## src/design/ufcp_pkg.sv

```systemverilog
`timescale 1ns / 1ps
`default_nettype none

package ufcp_pkg;

  localparam int unsigned DEFAULT_STORE_DEPTH = 32;

  localparam int unsigned BYTE_W    = 8;
  localparam int unsigned CFG_IDX_W = 2;

  localparam logic [BYTE_W-1:0] HEAD_FLAG_RESET = 8'd170;
  localparam logic [BYTE_W-1:0] END_FLAG_RESET  = 8'd85;

  // Configuration register indexes.
  localparam logic [CFG_IDX_W-1:0] REG_HEAD_FLAG = 2'd0;
  localparam logic [CFG_IDX_W-1:0] REG_END_FLAG  = 2'd1;

  typedef enum logic [1:0] {
    ST_OK       = 2'd0,
    ST_MISMATCH = 2'd1,
    ST_EMPTY    = 2'd2,
    ST_OVERFLOW = 2'd3
  } frame_status_t;

  typedef enum logic [1:0] {
    S_RECV,
    S_FINISH,
    S_READ,
    S_LOAD
  } ctrl_state_t;

  // Commands from the controller to the datapath.
  typedef struct packed {
    logic take_byte;
    logic load_err;
    logic load_data;
    logic rd_start;
    logic rd_issue;
    logic rd_inc;
    logic clear_frame;
  } ufcp_cmd_t;

  // Status from the datapath to the controller.
  typedef struct packed {
    logic          is_end;
    frame_status_t err;
    logic          slot_free;
    logic          rd_last;
  } ufcp_status_t;

endpackage

`default_nettype wire

```

## src/design/uart_frame_checksum_parser.sv

```systemverilog
`timescale 1ns / 1ps
`default_nettype none

// Input words are taken without a stall; only the end flag of a frame holds
// the input off. A failed frame gives its single error word from the finish
// state once the output is free. A good frame reads each payload word from
// the registered read port of the frame store, then loads it once the output
// is free. Synchronous reset sets the flags to 170 and 85 and returns to
// waiting for a head flag; the frame store contents are not cleared.
module uart_frame_checksum_parser #(
  parameter int unsigned STORE_DEPTH = ufcp_pkg::DEFAULT_STORE_DEPTH
) (
  input  wire logic                           clk,
  input  wire logic                           rst,
  input  wire logic                           in_valid,
  output logic                                in_stall,
  input  wire logic [ufcp_pkg::BYTE_W-1:0]    rx_byte,
  output logic                                out_valid,
  input  wire logic                           out_stall,
  output logic [ufcp_pkg::BYTE_W-1:0]         payload_byte,
  output logic [1:0]                          frame_status,
  output logic                                last_of_frame,
  input  wire logic                           cfg_valid,
  output logic                                cfg_ready,
  input  wire logic [ufcp_pkg::CFG_IDX_W-1:0] cfg_index,
  input  wire logic [ufcp_pkg::BYTE_W-1:0]    cfg_data
);

  ufcp_pkg::ufcp_cmd_t    cmd;
  ufcp_pkg::ufcp_status_t status;

  assign cfg_ready = 1'b1;

  ufcp_ctrl u_ctrl (
    .clk      (clk),
    .rst      (rst),
    .in_valid (in_valid),
    .in_stall (in_stall),
    .status   (status),
    .cmd      (cmd)
  );

  ufcp_dp #(
    .STORE_DEPTH (STORE_DEPTH)
  ) u_dp (
    .clk           (clk),
    .rst           (rst),
    .cmd           (cmd),
    .status        (status),
    .rx_byte       (rx_byte),
    .cfg_valid     (cfg_valid),
    .cfg_ready     (cfg_ready),
    .cfg_index     (cfg_index),
    .cfg_data      (cfg_data),
    .out_valid     (out_valid),
    .out_stall     (out_stall),
    .payload_byte  (payload_byte),
    .frame_status  (frame_status),
    .last_of_frame (last_of_frame)
  );

endmodule

`default_nettype wire

```

## src/design/ufcp_ctrl.sv

```systemverilog
`timescale 1ns / 1ps
`default_nettype none

module ufcp_ctrl (
  input  wire logic                  clk,
  input  wire logic                  rst,
  input  wire logic                  in_valid,
  output logic                       in_stall,
  input  wire ufcp_pkg::ufcp_status_t status,
  output ufcp_pkg::ufcp_cmd_t        cmd
);

  ufcp_pkg::ctrl_state_t state;
  ufcp_pkg::ctrl_state_t state_next;

  always_ff @(posedge clk) begin
    if (rst) begin
      state <= ufcp_pkg::S_RECV;
    end else begin
      state <= state_next;
    end
  end

  always_comb begin
    state_next = state;
    cmd        = '0;
    in_stall   = 1'b1;
    unique case (state)
      ufcp_pkg::S_RECV: begin
        in_stall      = 1'b0;
        cmd.take_byte = in_valid;
        if (in_valid && status.is_end) begin
          state_next = ufcp_pkg::S_FINISH;
        end
      end
      ufcp_pkg::S_FINISH: begin
        if (status.err != ufcp_pkg::ST_OK) begin
          if (status.slot_free) begin
            cmd.load_err    = 1'b1;
            cmd.clear_frame = 1'b1;
            state_next      = ufcp_pkg::S_RECV;
          end
        end else begin
          cmd.rd_start = 1'b1;
          state_next   = ufcp_pkg::S_READ;
        end
      end
      ufcp_pkg::S_READ: begin
        cmd.rd_issue = 1'b1;
        state_next   = ufcp_pkg::S_LOAD;
      end
      ufcp_pkg::S_LOAD: begin
        if (status.slot_free) begin
          cmd.load_data = 1'b1;
          if (status.rd_last) begin
            cmd.clear_frame = 1'b1;
            state_next      = ufcp_pkg::S_RECV;
          end else begin
            cmd.rd_inc = 1'b1;
            state_next = ufcp_pkg::S_READ;
          end
        end
      end
      default: begin
        state_next = ufcp_pkg::S_RECV;
      end
    endcase
  end

  // A payload word is only loaded after its memory read was issued.
  a_load_after_read: assert property (@(posedge clk) disable iff (rst)
    state == ufcp_pkg::S_LOAD |->
      $past(state) == ufcp_pkg::S_READ || $past(state) == ufcp_pkg::S_LOAD)
    else $error("load state entered without a read");

  a_end_finishes: assert property (@(posedge clk) disable iff (rst)
    (state == ufcp_pkg::S_RECV && in_valid && status.is_end) |=>
      state == ufcp_pkg::S_FINISH)
    else $error("end flag did not start frame finish");

  a_clear_returns: assert property (@(posedge clk) disable iff (rst)
    cmd.clear_frame |=> state == ufcp_pkg::S_RECV)
    else $error("frame cleared without returning to receive");

endmodule

`default_nettype wire

```

## src/design/ufcp_dp.sv

```systemverilog
`timescale 1ns / 1ps
`default_nettype none

module ufcp_dp #(
  parameter int unsigned STORE_DEPTH = ufcp_pkg::DEFAULT_STORE_DEPTH
) (
  input  wire logic                              clk,
  input  wire logic                              rst,
  input  wire ufcp_pkg::ufcp_cmd_t               cmd,
  output ufcp_pkg::ufcp_status_t                 status,
  input  wire logic [ufcp_pkg::BYTE_W-1:0]       rx_byte,
  input  wire logic                              cfg_valid,
  input  wire logic                              cfg_ready,
  input  wire logic [ufcp_pkg::CFG_IDX_W-1:0]    cfg_index,
  input  wire logic [ufcp_pkg::BYTE_W-1:0]       cfg_data,
  output logic                                   out_valid,
  input  wire logic                              out_stall,
  output logic [ufcp_pkg::BYTE_W-1:0]            payload_byte,
  output logic [1:0]                             frame_status,
  output logic                                   last_of_frame
);

  localparam int unsigned CNT_W  = $clog2(STORE_DEPTH + 1);
  localparam int unsigned ADDR_W = $clog2(STORE_DEPTH);
  localparam logic [CNT_W-1:0] DEPTH_CNT = CNT_W'(STORE_DEPTH);
  localparam logic [CNT_W-1:0] CNT_TWO   = CNT_W'(2);

  logic [ufcp_pkg::BYTE_W-1:0] head_flag;
  logic [ufcp_pkg::BYTE_W-1:0] end_flag;

  logic                        in_frame;
  logic [CNT_W-1:0]            byte_count;
  logic                        overflow_seen;
  logic [ufcp_pkg::BYTE_W-1:0] sum_all;
  logic [ufcp_pkg::BYTE_W-1:0] last_byte;

  logic [ufcp_pkg::BYTE_W-1:0] frame_store [STORE_DEPTH];
  logic [ADDR_W-1:0]           rd_idx;
  logic [ufcp_pkg::BYTE_W-1:0] rd_data;

  ufcp_pkg::frame_status_t     out_status;
  logic                        store_byte;
  logic [ufcp_pkg::BYTE_W-1:0] payload_sum;

  always_ff @(posedge clk) begin
    if (rst) begin
      head_flag <= ufcp_pkg::HEAD_FLAG_RESET;
      end_flag  <= ufcp_pkg::END_FLAG_RESET;
    end else if (cfg_valid && cfg_ready) begin
      unique case (cfg_index)
        ufcp_pkg::REG_HEAD_FLAG: head_flag <= cfg_data;
        ufcp_pkg::REG_END_FLAG:  end_flag  <= cfg_data;
        default: ;
      endcase
    end
  end

  assign store_byte = cmd.take_byte && in_frame && (rx_byte != end_flag)
                      && (byte_count < DEPTH_CNT);

  // The running sum covers every stored byte including the checksum, so the
  // payload sum is that total minus the most recent byte.
  assign payload_sum = sum_all - last_byte;

  always_ff @(posedge clk) begin
    if (rst) begin
      in_frame      <= 1'b0;
      byte_count    <= '0;
      overflow_seen <= 1'b0;
    end else if (cmd.clear_frame) begin
      in_frame      <= 1'b0;
      byte_count    <= '0;
      overflow_seen <= 1'b0;
    end else if (cmd.take_byte) begin
      if (!in_frame) begin
        if (rx_byte == head_flag) begin
          in_frame      <= 1'b1;
          byte_count    <= '0;
          overflow_seen <= 1'b0;
        end
      end else if (rx_byte != end_flag) begin
        if (byte_count < DEPTH_CNT) begin
          byte_count <= byte_count + CNT_W'(1);
        end else begin
          overflow_seen <= 1'b1;
        end
      end
    end
  end

  always_ff @(posedge clk) begin
    if (cmd.take_byte && !in_frame) begin
      sum_all <= '0;
    end else if (store_byte) begin
      sum_all   <= sum_all + rx_byte;
      last_byte <= rx_byte;
    end
  end

  always_ff @(posedge clk) begin
    if (store_byte) begin
      frame_store[byte_count[ADDR_W-1:0]] <= rx_byte;
    end
  end

  always_ff @(posedge clk) begin
    if (cmd.rd_issue) begin
      rd_data <= frame_store[rd_idx];
    end
  end

  always_ff @(posedge clk) begin
    if (cmd.rd_start) begin
      rd_idx <= '0;
    end else if (cmd.rd_inc) begin
      rd_idx <= rd_idx + ADDR_W'(1);
    end
  end

  always_comb begin
    status.is_end    = in_frame && (rx_byte == end_flag);
    status.slot_free = !out_valid || !out_stall;
    status.rd_last   = (CNT_W'(rd_idx) == byte_count - CNT_TWO);
    if (overflow_seen) begin
      status.err = ufcp_pkg::ST_OVERFLOW;
    end else if (byte_count < CNT_TWO) begin
      status.err = ufcp_pkg::ST_EMPTY;
    end else if (payload_sum != last_byte) begin
      status.err = ufcp_pkg::ST_MISMATCH;
    end else begin
      status.err = ufcp_pkg::ST_OK;
    end
  end

  always_ff @(posedge clk) begin
    if (rst) begin
      out_valid <= 1'b0;
    end else if (cmd.load_err || cmd.load_data) begin
      out_valid <= 1'b1;
    end else if (!out_stall) begin
      out_valid <= 1'b0;
    end
  end

  always_ff @(posedge clk) begin
    if (cmd.load_err) begin
      payload_byte  <= '0;
      out_status    <= status.err;
      last_of_frame <= 1'b1;
    end else if (cmd.load_data) begin
      payload_byte  <= rd_data;
      out_status    <= ufcp_pkg::ST_OK;
      last_of_frame <= status.rd_last;
    end
  end

  assign frame_status = out_status;

  a_load_exclusive: assert property (@(posedge clk) disable iff (rst)
    !(cmd.load_err && cmd.load_data))
    else $error("error and payload words loaded together");

  a_data_only_ok: assert property (@(posedge clk) disable iff (rst)
    cmd.load_data |-> status.err == ufcp_pkg::ST_OK)
    else $error("payload replayed for a failed frame");

  a_count_bound: assert property (@(posedge clk) disable iff (rst)
    store_byte |=> byte_count == $past(byte_count) + CNT_W'(1)
                   && byte_count <= DEPTH_CNT)
    else $error("stored byte count out of step");

endmodule

`default_nettype wire
```

## config.mk

```make
export PLATFORM = sky130hd
export DESIGN_NAME = uart_frame_checksum_parser
export DESIGN_NICKNAME = d
export VERILOG_FILES = /design/src/design/ufcp_pkg.sv /design/src/design/uart_frame_checksum_parser.sv /design/src/design/ufcp_ctrl.sv /design/src/design/ufcp_dp.sv
export SDC_FILE = /design/constraint.sdc
export NUM_CORES = 1
export LEC_CHECK = 0
export BUFFER_PORTS_ARGS = -buffer_cell sky130_fd_sc_hd__buf_2
export CORE_MARGIN = 1.5
export CORE_UTILIZATION = 60
export DETAILED_ROUTE_END_ITERATION = 10
export PLACE_DENSITY = 0.75
export SETUP_SLACK_MARGIN = 0.15
export SLEW_MARGIN = 20
export SYNTH_ARGS = -nofsm -noshare
export SYNTH_HDL_FRONTEND = slang
export SYNTH_HIERARCHICAL = 1
export SYNTH_SLANG_ARGS = --single-unit
```

## constraint.sdc

```tcl
create_clock -name clk -period 4.3 [get_ports clk]
set_clock_uncertainty 0.2 [all_clocks]
set_input_delay 0.43 -clock clk [delete_from_list [all_inputs] [get_ports clk]]
set_output_delay 0.43 -clock clk [all_outputs]
set_load 0.005 [all_outputs]
```

Word-level counts from Yosys, hierarchy flattened
Memories as Yosys holds them, arrays and structs flattened. A register that Yosys moved wholly into a read port is not among the register bits.
Cells that the tools add are included.
{"block": "classes", "n_mux": 39, "magnitude_cmp": 2, "reduce_logical": 23, "n_eq_ne": 16, "n_mul": 0, "n_shift": 0, "div": 0, "addsub": 5, "n_bitwise": 1}
{"op": "$mux 6", "n": 4}
{"op": "$mux 1", "n": 23}
{"op": "$mux 2", "n": 10}
{"op": "$eq 8x8->1", "n": 2}
{"op": "$ne 8x8->1", "n": 2}
{"op": "$add 8x8->8", "n": 1}
{"op": "$ne 2x2->1 const B", "n": 4}
{"op": "$pmux 2 s4", "n": 1}
{"op": "$reduce_and 4->1", "n": 2}
{"op": "$sub 8x8->8", "n": 1}
{"op": "$add 6x1->6 const B", "n": 1}
{"op": "$eq 5x6->1", "n": 1}
{"op": "$logic_and 1x1->1", "n": 6}
{"op": "$lt 6x2->1 const B", "n": 1}
{"op": "$lt 6x6->1 const B", "n": 1}
{"op": "$reduce_and 2->1", "n": 3}
{"op": "$reduce_bool 2->1", "n": 3}
{"op": "$sub 6x2->6 const B", "n": 1}
{"op": "$add 5x1->5 const B", "n": 1}
{"op": "$eq 2x1->1 const B", "n": 2}
{"op": "$eq 2x2->1 const B", "n": 2}
{"op": "$logic_not 2->1", "n": 2}
{"op": "$ne 2x1->1 const B", "n": 2}
{"op": "$logic_not 1->1", "n": 3}
{"op": "other kinds (6)", "n": 7}
{"block": "word_totals", "register_bits": 59, "mem_bits_rw": 256, "mem_count": 1, "mem_bits_ro": 0, "latchBits": 0, "in_bits": 23, "output_inout_bits": 14, "elab_cells": 100}
{"memory": "u_dp.frame_store", "words": 32, "width": 8, "read_ports": 1, "rd_ports_with_merged_regs": 1, "wr": 1, "line_no": "ufcp_dp.sv:37", "text": "logic [ufcp_pkg::BYTE_W-1:0] frame_store [STORE_DEPTH];"}

Longest topological paths before layout
Gate-level depths: netlist of the first run.
{"block": "depth", "ltp_word": 10, "depth_mapped": 14, "mapped_depth_nobuf": 14}

Hierarchy
Netlist of the first run, hierarchy kept.
{"mod": "ufcp_dp", "area_per_inst_um2": 13242.7, "instances": 1, "seq_area_each_um2": 9138.8, "cells_per_inst": 760}
{"mod": "ufcp_ctrl", "area_per_inst_um2": 181.4, "instances": 1, "seq_area_each_um2": 40.0, "cells_per_inst": 22}
{"mod": "uart_frame_checksum_parser", "area_per_inst_um2": 11.3, "instances": 1, "seq_area_each_um2": 0.0, "cells_per_inst": 2}

Worst setup path before layout of the first run
Ideal clock, no wire load.
{"block": "synth_timing", "kind": "flip-flop to flip-flop", "startpoint": "reg u_dp/last_byte[4] (netlist name)", "endpoint": "reg u_dp.out_status[1] (netlist: u_dp/frame_status[1]) (data pin)", "path_stages_with_launch": 13, "slack_ps": 1269, "required_time_ps": 3845, "path_buffers": 1, "t_arrival_ps": 2576, "synth_period_minus_slack_ps": 3031, "cell_sequence": "edfxtp_1 -> inv_1 -> ha_1 -> and2_1 -> o21a_1 -> o31a_1 -> or3b_1 -> a211oi_1 -> nor2_1 -> nor2_1 -> nor3_1 -> clkbuf_1 -> and2_1"}
{"element": "from (decl)", "line_no": "ufcp_dp.sv:35", "text": "logic [ufcp_pkg::BYTE_W-1:0] last_byte;"}
{"element": "from (signal assigned)", "line_no": "ufcp_dp.sv:96", "text": "last_byte <= rx_byte;"}
{"element": "to (signal assigned)", "line_no": "ufcp_dp.sv:148", "text": "out_status <= status.err;"}
{"element": "to (signal assigned)", "line_no": "ufcp_dp.sv:152", "text": "out_status <= ufcp_pkg::ST_OK;"}
{"element": "to (decl)", "line_no": "ufcp_dp.sv:41", "text": "ufcp_pkg::frame_status_t out_status;"}

==> results of run 1 <==
synth_stat cells, types with 5 or more instances:
| cell | count |
|---|---|
| mux4_2 | 80 |
| a211oi_1 | 5 |
| xor2_1 | 17 |
| mux2i_1 | 17 |
| nor3_1 | 13 |
| nor2b_1 | 9 |
| dfxtp_1 | 49 |
| or3_1 | 5 |
| nand3b_1 | 5 |
| mux2_2 | 9 |
| buf_2 | 6 |
| xnor2_1 | 26 |
| a21oi_1 | 16 |
| nand4_1 | 6 |
| edfxtp_1 | 273 |
| nand3_1 | 6 |
| o21a_1 | 8 |
| nand2_1 | 36 |
| a211o_1 | 5 |
| o21ai_0 | 6 |
| nor2_1 | 72 |
| buf_6 | 5 |
| ha_1 | 21 |
| inv_1 | 20 |
| clkbuf_1 | 18 |
what timing repair did:
item	4_1_cts	5_1_grt
hold endpoints to repair	17	0
resized for setup	0	0
hold buffers	9	0
setup endpoints to repair	0	0
metrics by stage:
step	setup slack [ns]	std cells
after global placement	1.063	1087
after global routing	0.6135	1153
final	0.9086	1153
after floorplan	1.269	785
after CTS	0.9404	1153
after detailed placement	0.9578	1087
worst register-to-register path, delay by kind of cell, from the launching register on:
family / cells / cell delay [ns]
simple gates: 8 / 1.56
compound gates: 3 / 0.79
flops: 1 / 0.36
fa+ha+maj: 1 / 0.35
buf+inv: 1 / 0.05
worst paths after layout:
kind	start	endpoint	slack, ns	cells past startpoint
hold reg to reg	u_dp/end_flag[3]	u_dp/end_flag[3]	0.28	2
setup reg to reg	u_dp/last_byte[4]	u_dp/byte_count[5]	0.91	13
setup / recovery	u_dp/last_byte[4]	u_dp/byte_count[5]	0.91	13
hold / removal	rx_byte[5]	u_dp/frame_store[14][5]	0.06	1
logic make-up after synthesis:
kind of cell / after synthesis / share of synthesized area (%)
AO/OA/AOI/OAI: 62 / 3.222
XOR/XNOR: 43 / 2.803
adder cells (fa/ha/maj): 23 / 2.254
buffers and inverters: 55 / 1.900
flip-flops: 322 / 68.32
multiplexers: 106 / 15.43
other: 1 / 0.02791
AND/OR/NAND/NOR: 172 / 6.044
power by group:
group / internal, mW / switching (mW)
sequential: 3.38 / 0.00303
combinational: 0.0365 / 0.0818
clock: 1.72 / 1.10
sequential cells by signal, indices dropped and copies added (netlist names), 2 cells and up:
signal             cells
u_dp/head_flag         8
u_dp/payload_byte      8
u_dp/rd_data           8
u_dp/last_byte         7
u_dp/byte_count        6
u_dp/rd_idx            5
u_dp/frame_status      2
u_ctrl/state           2
u_dp/sum_all           8
u_dp/end_flag          8
u_dp/frame_store     256
layer usage:
layer | vias up | global-route usage, %
met5 | - | 0
met4 | 2 | 7.005
met3 | 44 | 4.352
met2 | 296 | 42.28
met1 | 3699 | 34.00
li1 | 3189 | -
layout make-up:
type | count | area, sq um
clock buffer | 41 | 833.3
timing repair buffer | 65 | 447.9
clock inverter | 16 | 236.5
sequential | 322 | 9184
fill | 1422 | 6748
tap | 280 | 350.3
inverter | 21 | 78.83
multi-input combinational | 408 | 4013
cell usage in the layout, fill, tap and decap left out, types with 8 or more instances in the layout:
cell	n
a21oi_1	16
buf_2	35
buf_4	19
clkbuf_1	8
clkbuf_16	31
dfxtp_1	47
dlygate4sd3_1	9
edfxtp_1	273
ha_1	21
inv_1	20
mux2_2	9
mux2i_1	17
mux4_2	80
nand2_1	36
nor2_1	72
nor2b_1	9
nor3_1	13
o21a_1	8
xnor2_1	26
xor2_1	17
==> flow_metrics.env, run 1 <==
export IMPL_status="finished, final reports clean"
export IMPL_synth_top_area_share_pct=61.02
export IMPL_min_period_ns=3.391
export IMPL_worst_slew_pin_slew_ns=1.064
export IMPL_p_per_area_mw_per_mm2=417.4
export IMPL_async_flop_share_pct=0
export IMPL_dr_pass1_iters=5
export IMPL_wl_met2_um=14430
export IMPL_maxCapViolations=0
export IMPL_tritoncts="built"
export IMPL_post_dp_hpwl_um=17640
export IMPL_critical_path_top_delay_family="simple AND/OR/NAND/NOR gates"
export IMPL_coreArea_sq_mm=0.02189
export IMPL_cts_htree_levels=1
export IMPL_avgRoutedWirePerCell_um=24.72
export IMPL_syn_area_per_cell_sq_um=17.14
export IMPL_topRoutingLayerUsed="met5"
export IMPL_crit_required_ns=4.58
export IMPL_routed_wl_met3_um=1988
export IMPL_utilization_pct=69.18
export IMPL_critPathKind="flip-flop to flip-flop"
export IMPL_yosys_top_cells_area="edfxtp_1, mux4_2, dfxtp_1"
export IMPL_cts_sinks=322
export IMPL_fin_area_sq_mm=0.01514
export IMPL_vias=7230
export IMPL_worstSetupEndpointType="flip-flop"
export IMPL_setup_viol=0
export IMPL_cp_data_arrival_time_ns=3.67
export IMPL_crit_top_cell="nor2_1"
export IMPL_crit_chain="inv_1, ha_1, and2_1, o21a_1, o31a_1, or3b_1, a211oi_1, nor2_1, nor3_1, nor3_1, nor2_1, nand2_1, nor2_1"
export IMPL_yosysSeqAreaShare_pct=68.32
export IMPL_drc=0
export IMPL_p_leak_nw=4.925
export IMPL_yosys_area_top_type="edfxtp_1"
export IMPL_cts_root_buffer="clkbuf_16"
export IMPL_io_buffers=35
export IMPL_area_growth_pct=12.71
export IMPL_hold_path_class="input port to flip-flop"
export IMPL_rows=54
export IMPL_rsz0062_at_grt="no"
export IMPL_startpoint_type="flip-flop"
export IMPL_cts_clk_slew_worst_paths_ns=0.06
export IMPL_worstPathMaxFanout=6
export IMPL_gp_congestion=0.8491
export IMPL_m1WireLength_um=11420
export IMPL_grt_pass1_wl_um=43860
export IMPL_die_w_um=152.6
export IMPL_crit_buf_inv=1
export IMPL_grt_pass1_vias=7396
export IMPL_diodes=0
export IMPL_synth_edf_count=273
export IMPL_finalHoldViolCount=0
export IMPL_antenna_found_initial=1
export IMPL_postRouteAntennaNets=0
export IMPL_dieHeight_um=152.6
export IMPL_track_usage_pct=25.04
export IMPL_numCtsBuffers=31
export IMPL_start_util_pct=61.37
export IMPL_post_cts_setup_buffers=0
export IMPL_cts_buffer_depth=3
export IMPL_netlist_instances=784
export IMPL_finalNetCount=895
export IMPL_slowest_stage="edfxtp_1"
export IMPL_holdWs_ns=0.05951
export IMPL_gr_total_overflow=0
export IMPL_grt_max_degree=37
export IMPL_maxSlewHeadroom_pct=28.99
export IMPL_maxSlewViolCount=0
export IMPL_routed_wl_um=28500
export IMPL_post_route_period_util_pct=78.87
export IMPL_yosys_register_bits=322
export IMPL_fin_setup_tns_ns=0
export IMPL_ys_flop_type="edfxtp_1"
export IMPL_viasPerCell=6.271
export IMPL_fmax_ghz=0.2949
export IMPL_die_area_sq_mm=0.02330
export IMPL_cp_slowest_stage_delay_ns=0.36
export IMPL_ir_drop_mv=0.2971
export IMPL_placed_area_sq_mm=0.01398
export IMPL_synth_cell_type_count=54
export IMPL_synth_area_sq_mm=0.01344
export IMPL_drive_gt1_share_pct=22.57
export IMPL_total_power_mw=6.321
export IMPL_worstSkewPairLatency_ns=0.54
export IMPL_yosysWarnings=6
export IMPL_drt_iter0_drc=625
export IMPL_ioPinCount=37
Note: power is estimated with default switching activity, not from simulation.
==> inputs of run 2 (changes only) <==
==> constraint.sdc (replaced) <==
create_clock -name clk -period 3.3 [get_ports clk]
set_clock_uncertainty 0.2 [all_clocks]
set_input_delay 0.33 -clock clk [delete_from_list [all_inputs] [get_ports clk]]
set_output_delay 0.33 -clock clk [all_outputs]
set_load 0.005 [all_outputs]
==> run 2 against run 1 <==
  * Worst setup slack lost 0.73 ns
  * Sequential share of layout area is 1.8 points lower
  * Register-to-register slack worse by 0.73 ns
  * Via count grew 3.2%
  * Largest power group unchanged
==> flow_metrics.env, run 2 (synthesized netlist as in run 1, its figures left out) <==
export IMPL_status="finished, final reports clean"
export IMPL_viasPerCell=6.202
export IMPL_slowest_stage="or3b_4"
export IMPL_numCtsBuffers=31
export IMPL_ioPinCount=37
export IMPL_fin_cells=1203
export IMPL_dieHeight_um=152.6
export IMPL_worstHoldPathCells=4
export IMPL_min_period_ns=3.118
export IMPL_reg2reg_depth=14
export IMPL_internal_power_mw=6.492
export IMPL_finalNetCount=945
export IMPL_crit_required_ns=3.59
export IMPL_grt_pass1_wl_um=44830
export IMPL_maxSlewViolCount=0
export IMPL_dr_pass1_iters=5
export IMPL_hold_path_class="input port to flip-flop"
export IMPL_maxCapViolations=0
export IMPL_final_cell_mix="edfxtp_1, mux4_2, nor2_1"
export IMPL_placed_area_sq_mm=0.01426
export IMPL_die_area_sq_mm=0.02330
export IMPL_finalHoldViolCount=0
export IMPL_cts_buffer_depth=3
export IMPL_cts_sinks=322
export IMPL_drc=0
export IMPL_largest_reg_flops=256
export IMPL_p_leak_nw=5.183
export IMPL_ir_drop_mv=0.4330
export IMPL_worstSetupEndpointType="flip-flop"
export IMPL_crit_top_cell="nor3_2"
export IMPL_power_switching_share_pct=19.91
export IMPL_tritoncts="built"
export IMPL_setup_viol=0
export IMPL_worstSkewPairLatency_ns=0.55
export IMPL_power_frac_comb_pct=2.0
export IMPL_rows=54
export IMPL_maxSlewHeadroom_pct=39.76
export IMPL_drt_iter0_drc=800
export IMPL_worstPathMaxFanout=5
export IMPL_start_util_pct=61.37
export IMPL_gr_total_overflow=0
export IMPL_grt_pass1_vias=7686
export IMPL_die_w_um=152.6
export IMPL_crit_chain="inv_2, ha_4, buf_4, nand3_1, a211oi_1, o31a_1, or3b_4, a211oi_4, nor2_4, nor3_2, nor3_2, nor2_2, and3_1, a41o_1"
export IMPL_power_frac_seq_pct=54.4
export IMPL_area_growth_pct=16.09
export IMPL_vias=7461
export IMPL_avgRoutedWirePerCell_um=24.28
export IMPL_pwr_share_clk_pct=43.6
export IMPL_grt_max_degree=41
export IMPL_gp_congestion=0.8653
export IMPL_rsz0062_at_grt="yes"
export IMPL_antenna_found_initial=0
export IMPL_fin_area_sq_mm=0.01560
export IMPL_dpl_cell_count=1122
export IMPL_drive_gt1_share_pct=29.36
export IMPL_post_route_period_util_pct=94.48
export IMPL_cp_slowest_stage_delay_ns=0.42
export IMPL_critical_path_top_delay_family="simple AND/OR/NAND/NOR gates"
export IMPL_final_common_cell="edfxtp_1"
export IMPL_io_buffers=35
export IMPL_post_dp_hpwl_um=17770
export IMPL_coreArea_sq_mm=0.02189
export IMPL_critPathKind="flip-flop to flip-flop"
export IMPL_diodes=0
export IMPL_routed_wl_um=29210
export IMPL_cts_htree_levels=1
export IMPL_cts_root_buffer="clkbuf_16"
export IMPL_startpoint_type="flip-flop"
export IMPL_fmax_ghz=0.3207
export IMPL_postRouteAntennaNets=0
export IMPL_cp_data_arrival_time_ns=3.41
export IMPL_worst_slew_pin_slew_ns=0.9017
export IMPL_switchingPower_mw=1.614
export IMPL_p_per_area_mw_per_mm2=519.7
export IMPL_track_usage_pct=25.43
export IMPL_cts_clk_slew_worst_paths_ns=0.06
export IMPL_cp_depth=14
export IMPL_crit_buf_inv=2
[run 2: worst min-delay path: cells and delay by family]
family / cells / cell delay, ns
compound gates: 1 / 0.05
simple gates: 2 / 0.32
buf+inv: 1 / 0.10
[run 2: layer usage]
layer / global-route usage, % / vias to the layer above / wire length, um
met5: 0 / - / 0
met2: 42.04 / 286 / 14620
met3: 3.555 / 52 / 1921
li1: - / 3282 / -
met4: 7.555 / 0 / 749
met1: 35.79 / 3841 / 11920
[run 2: per-stage QoR]
step                power [mW]  utilization (%)  hold WS, ns  worst slack (ns)  setup TNS (ns)
floorplan                4.547                -       0.2289            0.2692               0
global placement         4.635            65.13       0.2575            0.1132               0
detailed placement       4.644            65.13       0.2647          -0.08502         -0.4077
CTS                      8.145            70.43      0.07642            0.1565               0
global route             8.311            71.25       0.1324           0.05086               0
finish                   8.107            71.25      0.09409            0.1822               0
[run 2: final cells by class]
| type | instances | area (sq um) |
|---|---|---|
| Timing Repair Buffer | 115 | 843.3 |
| Fill cell | 1318 | 6294 |
| Clock inverter | 25 | 247.7 |
| Multi-Input combinational cell | 408 | 4113 |
| Tap cell | 280 | 350.3 |
| Clock buffer | 32 | 779.5 |
| Sequential cell | 322 | 9185 |
| Inverter | 21 | 78.83 |
[run 2: what timing repair did]
item / in CTS / in global routing
hold buffers: 12 / 0
cloned: 0 / 0
endpoints found under the setup margin: 22 / 28
setup buffers: 0 / 12
pin swaps: 2 / 17
gates resized for setup: 4 / 21
endpoints found under the hold margin: 26 / 0
[run 2: final timing paths]
path	from	endpoint	slack, ns
max	u_dp/last_byte[4]	u_dp/byte_count[0]	0.18
min reg2reg	u_dp/end_flag[3]	u_dp/end_flag[3]	0.27
max reg2reg	u_dp/last_byte[4]	u_dp/byte_count[0]	0.18
min	cfg_index[0]	u_dp/end_flag[5]	0.09
[run 2: power by group through the flow]
stage / logic (mW) / clock network [mW] / registers (mW)
floorplan: 0.0469 / 0 / 4.50
global placement: 0.137 / 0 / 4.50
detailed placement: 0.146 / 0 / 4.50
CTS: 0.158 / 3.58 / 4.41
global route: 0.172 / 3.73 / 4.41
finish: 0.159 / 3.54 / 4.41
==> inputs of run 3 (changes only) <==
--- a/config.mk
+++ b/config.mk
@@ -6,10 +6,10 @@
 export NUM_CORES = 1
 export LEC_CHECK = 0
 export BUFFER_PORTS_ARGS = -buffer_cell sky130_fd_sc_hd__buf_2
-export CORE_MARGIN = 1.5
-export CORE_UTILIZATION = 60
+export CORE_MARGIN = 5
+export CORE_UTILIZATION = 34
 export DETAILED_ROUTE_END_ITERATION = 10
-export PLACE_DENSITY = 0.75
+export PLACE_DENSITY = 0.47
 export SETUP_SLACK_MARGIN = 0.15
 export SLEW_MARGIN = 20
 export SYNTH_ARGS = -nofsm -noshare
==> run 3 against run 2 <==
  * Die area up 87%
  * Clock power increased by 2%
  * Non-clock buffer count up 6
  * Flip-flop and latch count unchanged
  * Highest routed layer unchanged
==> flow_metrics.env, run 3 (synthesized netlist as in run 1, its figures left out) <==
export IMPL_status="finished, final reports clean"
export IMPL_start_util_pct=34.52
export IMPL_startpoint_type="flip-flop"
export IMPL_die_w_um=208.8
export IMPL_ir_drop_mv=0.2928
export IMPL_setup_viol=0
export IMPL_worstHoldPathCells=4
export IMPL_viasPerCell=5.047
export IMPL_utilization_pct=41.00
export IMPL_critPathKind="flip-flop to flip-flop"
export IMPL_track_usage_pct=14.70
export IMPL_grt_pass1_wl_um=48830
export IMPL_tritoncts="built"
export IMPL_routed_wl_um=32230
export IMPL_cts_clk_slew_worst_paths_ns=0.06
export IMPL_maxSlewHeadroom_pct=29.66
export IMPL_rows=72
export IMPL_reg2reg_depth=11
export IMPL_cp_data_arrival_time_ns=3.20
export IMPL_worst_slew_pin_slew_ns=1.053
export IMPL_postRouteAntennaNets=0
export IMPL_antenna_found_initial=2
export IMPL_worstSetupEndpointType="flip-flop"
export IMPL_grt_pass1_vias=7645
export IMPL_drive_gt1_share_pct=28.66
export IMPL_cts_sinks=322
export IMPL_maxSlewViolCount=0
export IMPL_post_route_period_util_pct=92.29
export IMPL_drc=0
export IMPL_dieHeight_um=208.8
export IMPL_cts_root_buffer="clkbuf_16"
export IMPL_die_area_sq_mm=0.04359
export IMPL_fill_cells=3554
export IMPL_numCtsBuffers=36
export IMPL_ioPinCount=37
export IMPL_worstPathMaxFanout=6
export IMPL_worstSkewPairLatency_ns=0.50
export IMPL_fin_setup_tns_ns=0
export IMPL_drt_iter0_drc=431
export IMPL_gr_total_overflow=0
export IMPL_dr_pass1_iters=4
export IMPL_crit_required_ns=3.46
export IMPL_grt_max_degree=65
export IMPL_gp_congestion=0.8482
export IMPL_vias=7334
export IMPL_final_cell_mix="edfxtp_1, mux4_2, buf_4"
export IMPL_finalNetCount=956
export IMPL_min_period_ns=3.046
export IMPL_area_growth_pct=18.77
export IMPL_finalHoldViolCount=0
export IMPL_cts_buffer_depth=3
export IMPL_cts_htree_levels=2
export IMPL_p_per_area_mw_per_mm2=513.7
export IMPL_coreArea_sq_mm=0.03892
export IMPL_largest_reg_flops=256
export IMPL_rsz0062_at_grt="no"
export IMPL_maxCapViolations=0
export IMPL_final_common_cell="edfxtp_1"
export IMPL_holdWs_ns=0.09602
export IMPL_hold_path_class="input port to flip-flop"
export IMPL_p_leak_nw=5.251
export IMPL_io_buffers=35
export IMPL_fmax_ghz=0.3283
export IMPL_post_dp_hpwl_um=20570
export IMPL_diodes=0
export IMPL_avgRoutedWirePerCell_um=22.18
-- run 3: layer usage --
layer | global-route usage, % | up-vias | part of all wire [%] | routed length, um
li1 | - | 3314 | - | -
met1 | 21.29 | 3794 | 46 | 14960
met2 | 23.38 | 179 | 47 | 15040
met3 | 2.175 | 47 | 4.6 | 1471
met4 | 4.005 | 0 | 2.4 | 761
met5 | 0 | - | 0 | 0
-- run 3: report_power, final --
part / total, mW / switching, mW / internal [mW]
Combinational: 0.163 / 0.111 / 0.0517
Sequential: 4.41 / 0.00396 / 4.41
Clock: 3.62 / 1.52 / 2.10
Total: 8.20 / 1.64 / 6.56
-- run 3: worst paths after layout --
check,start,end,slack (ns)
hold reg to reg,u_dp/end_flag[1],u_dp/end_flag[1],0.27
setup reg to reg,u_dp/last_byte[4],u_ctrl/state[0],0.25
hold / removal,rx_byte[0],u_dp/sum_all[0],0.1
setup / recovery,u_dp/last_byte[4],u_ctrl/state[0],0.25
-- run 3: critical path, cell delays in order (launching register included) --
cell and delay, ns:
edfxtp_1 0.41, inv_2 0.08, ha_4 0.19, and2_4 0.15
o21a_1 0.17, o31a_1 0.26, or3b_4 0.39, a211oi_4 0.30
nor2_4 0.07, buf_4 0.17, nor4b_4 0.40, nor3_1 0.11
-- run 3: final cells by class --
type                    count  area, sq um  share of cell area [%]
flip-flops and latches    322         9184                   57.55
multi-input cells         408         4088                   25.62
clock buffers              50        994.7                   6.234
repair buffers            121        902.1                   5.654
well taps                 518        648.1                   4.062
inverters                  21        78.83                  0.4940
clock inverters            13        61.31                  0.3842
-- run 3: what timing repair did --
| action | in CTS | in global routing |
|---|---|---|
| pin swaps | 0 | 9 |
| endpoints found under the setup margin | 12 | 26 |
| setup buffers | 0 | 7 |
| hold buffers | 11 | 0 |
| resized for setup | 3 | 16 |
| hold endpoints to repair | 18 | 0 |
-- run 3: stage by stage --
stage,instance area (sq um),total power [mW],setup slack [ns],instances
after floorplan,13440,4.547,0.2692,785
after global placement,14660,4.646,0.02367,1372
after detailed placement,14660,4.654,-0.04396,1372
after CTS,15840,8.307,0.1438,1446
after global routing,15960,8.479,0.1497,1453
final,15960,8.198,0.2544,1453
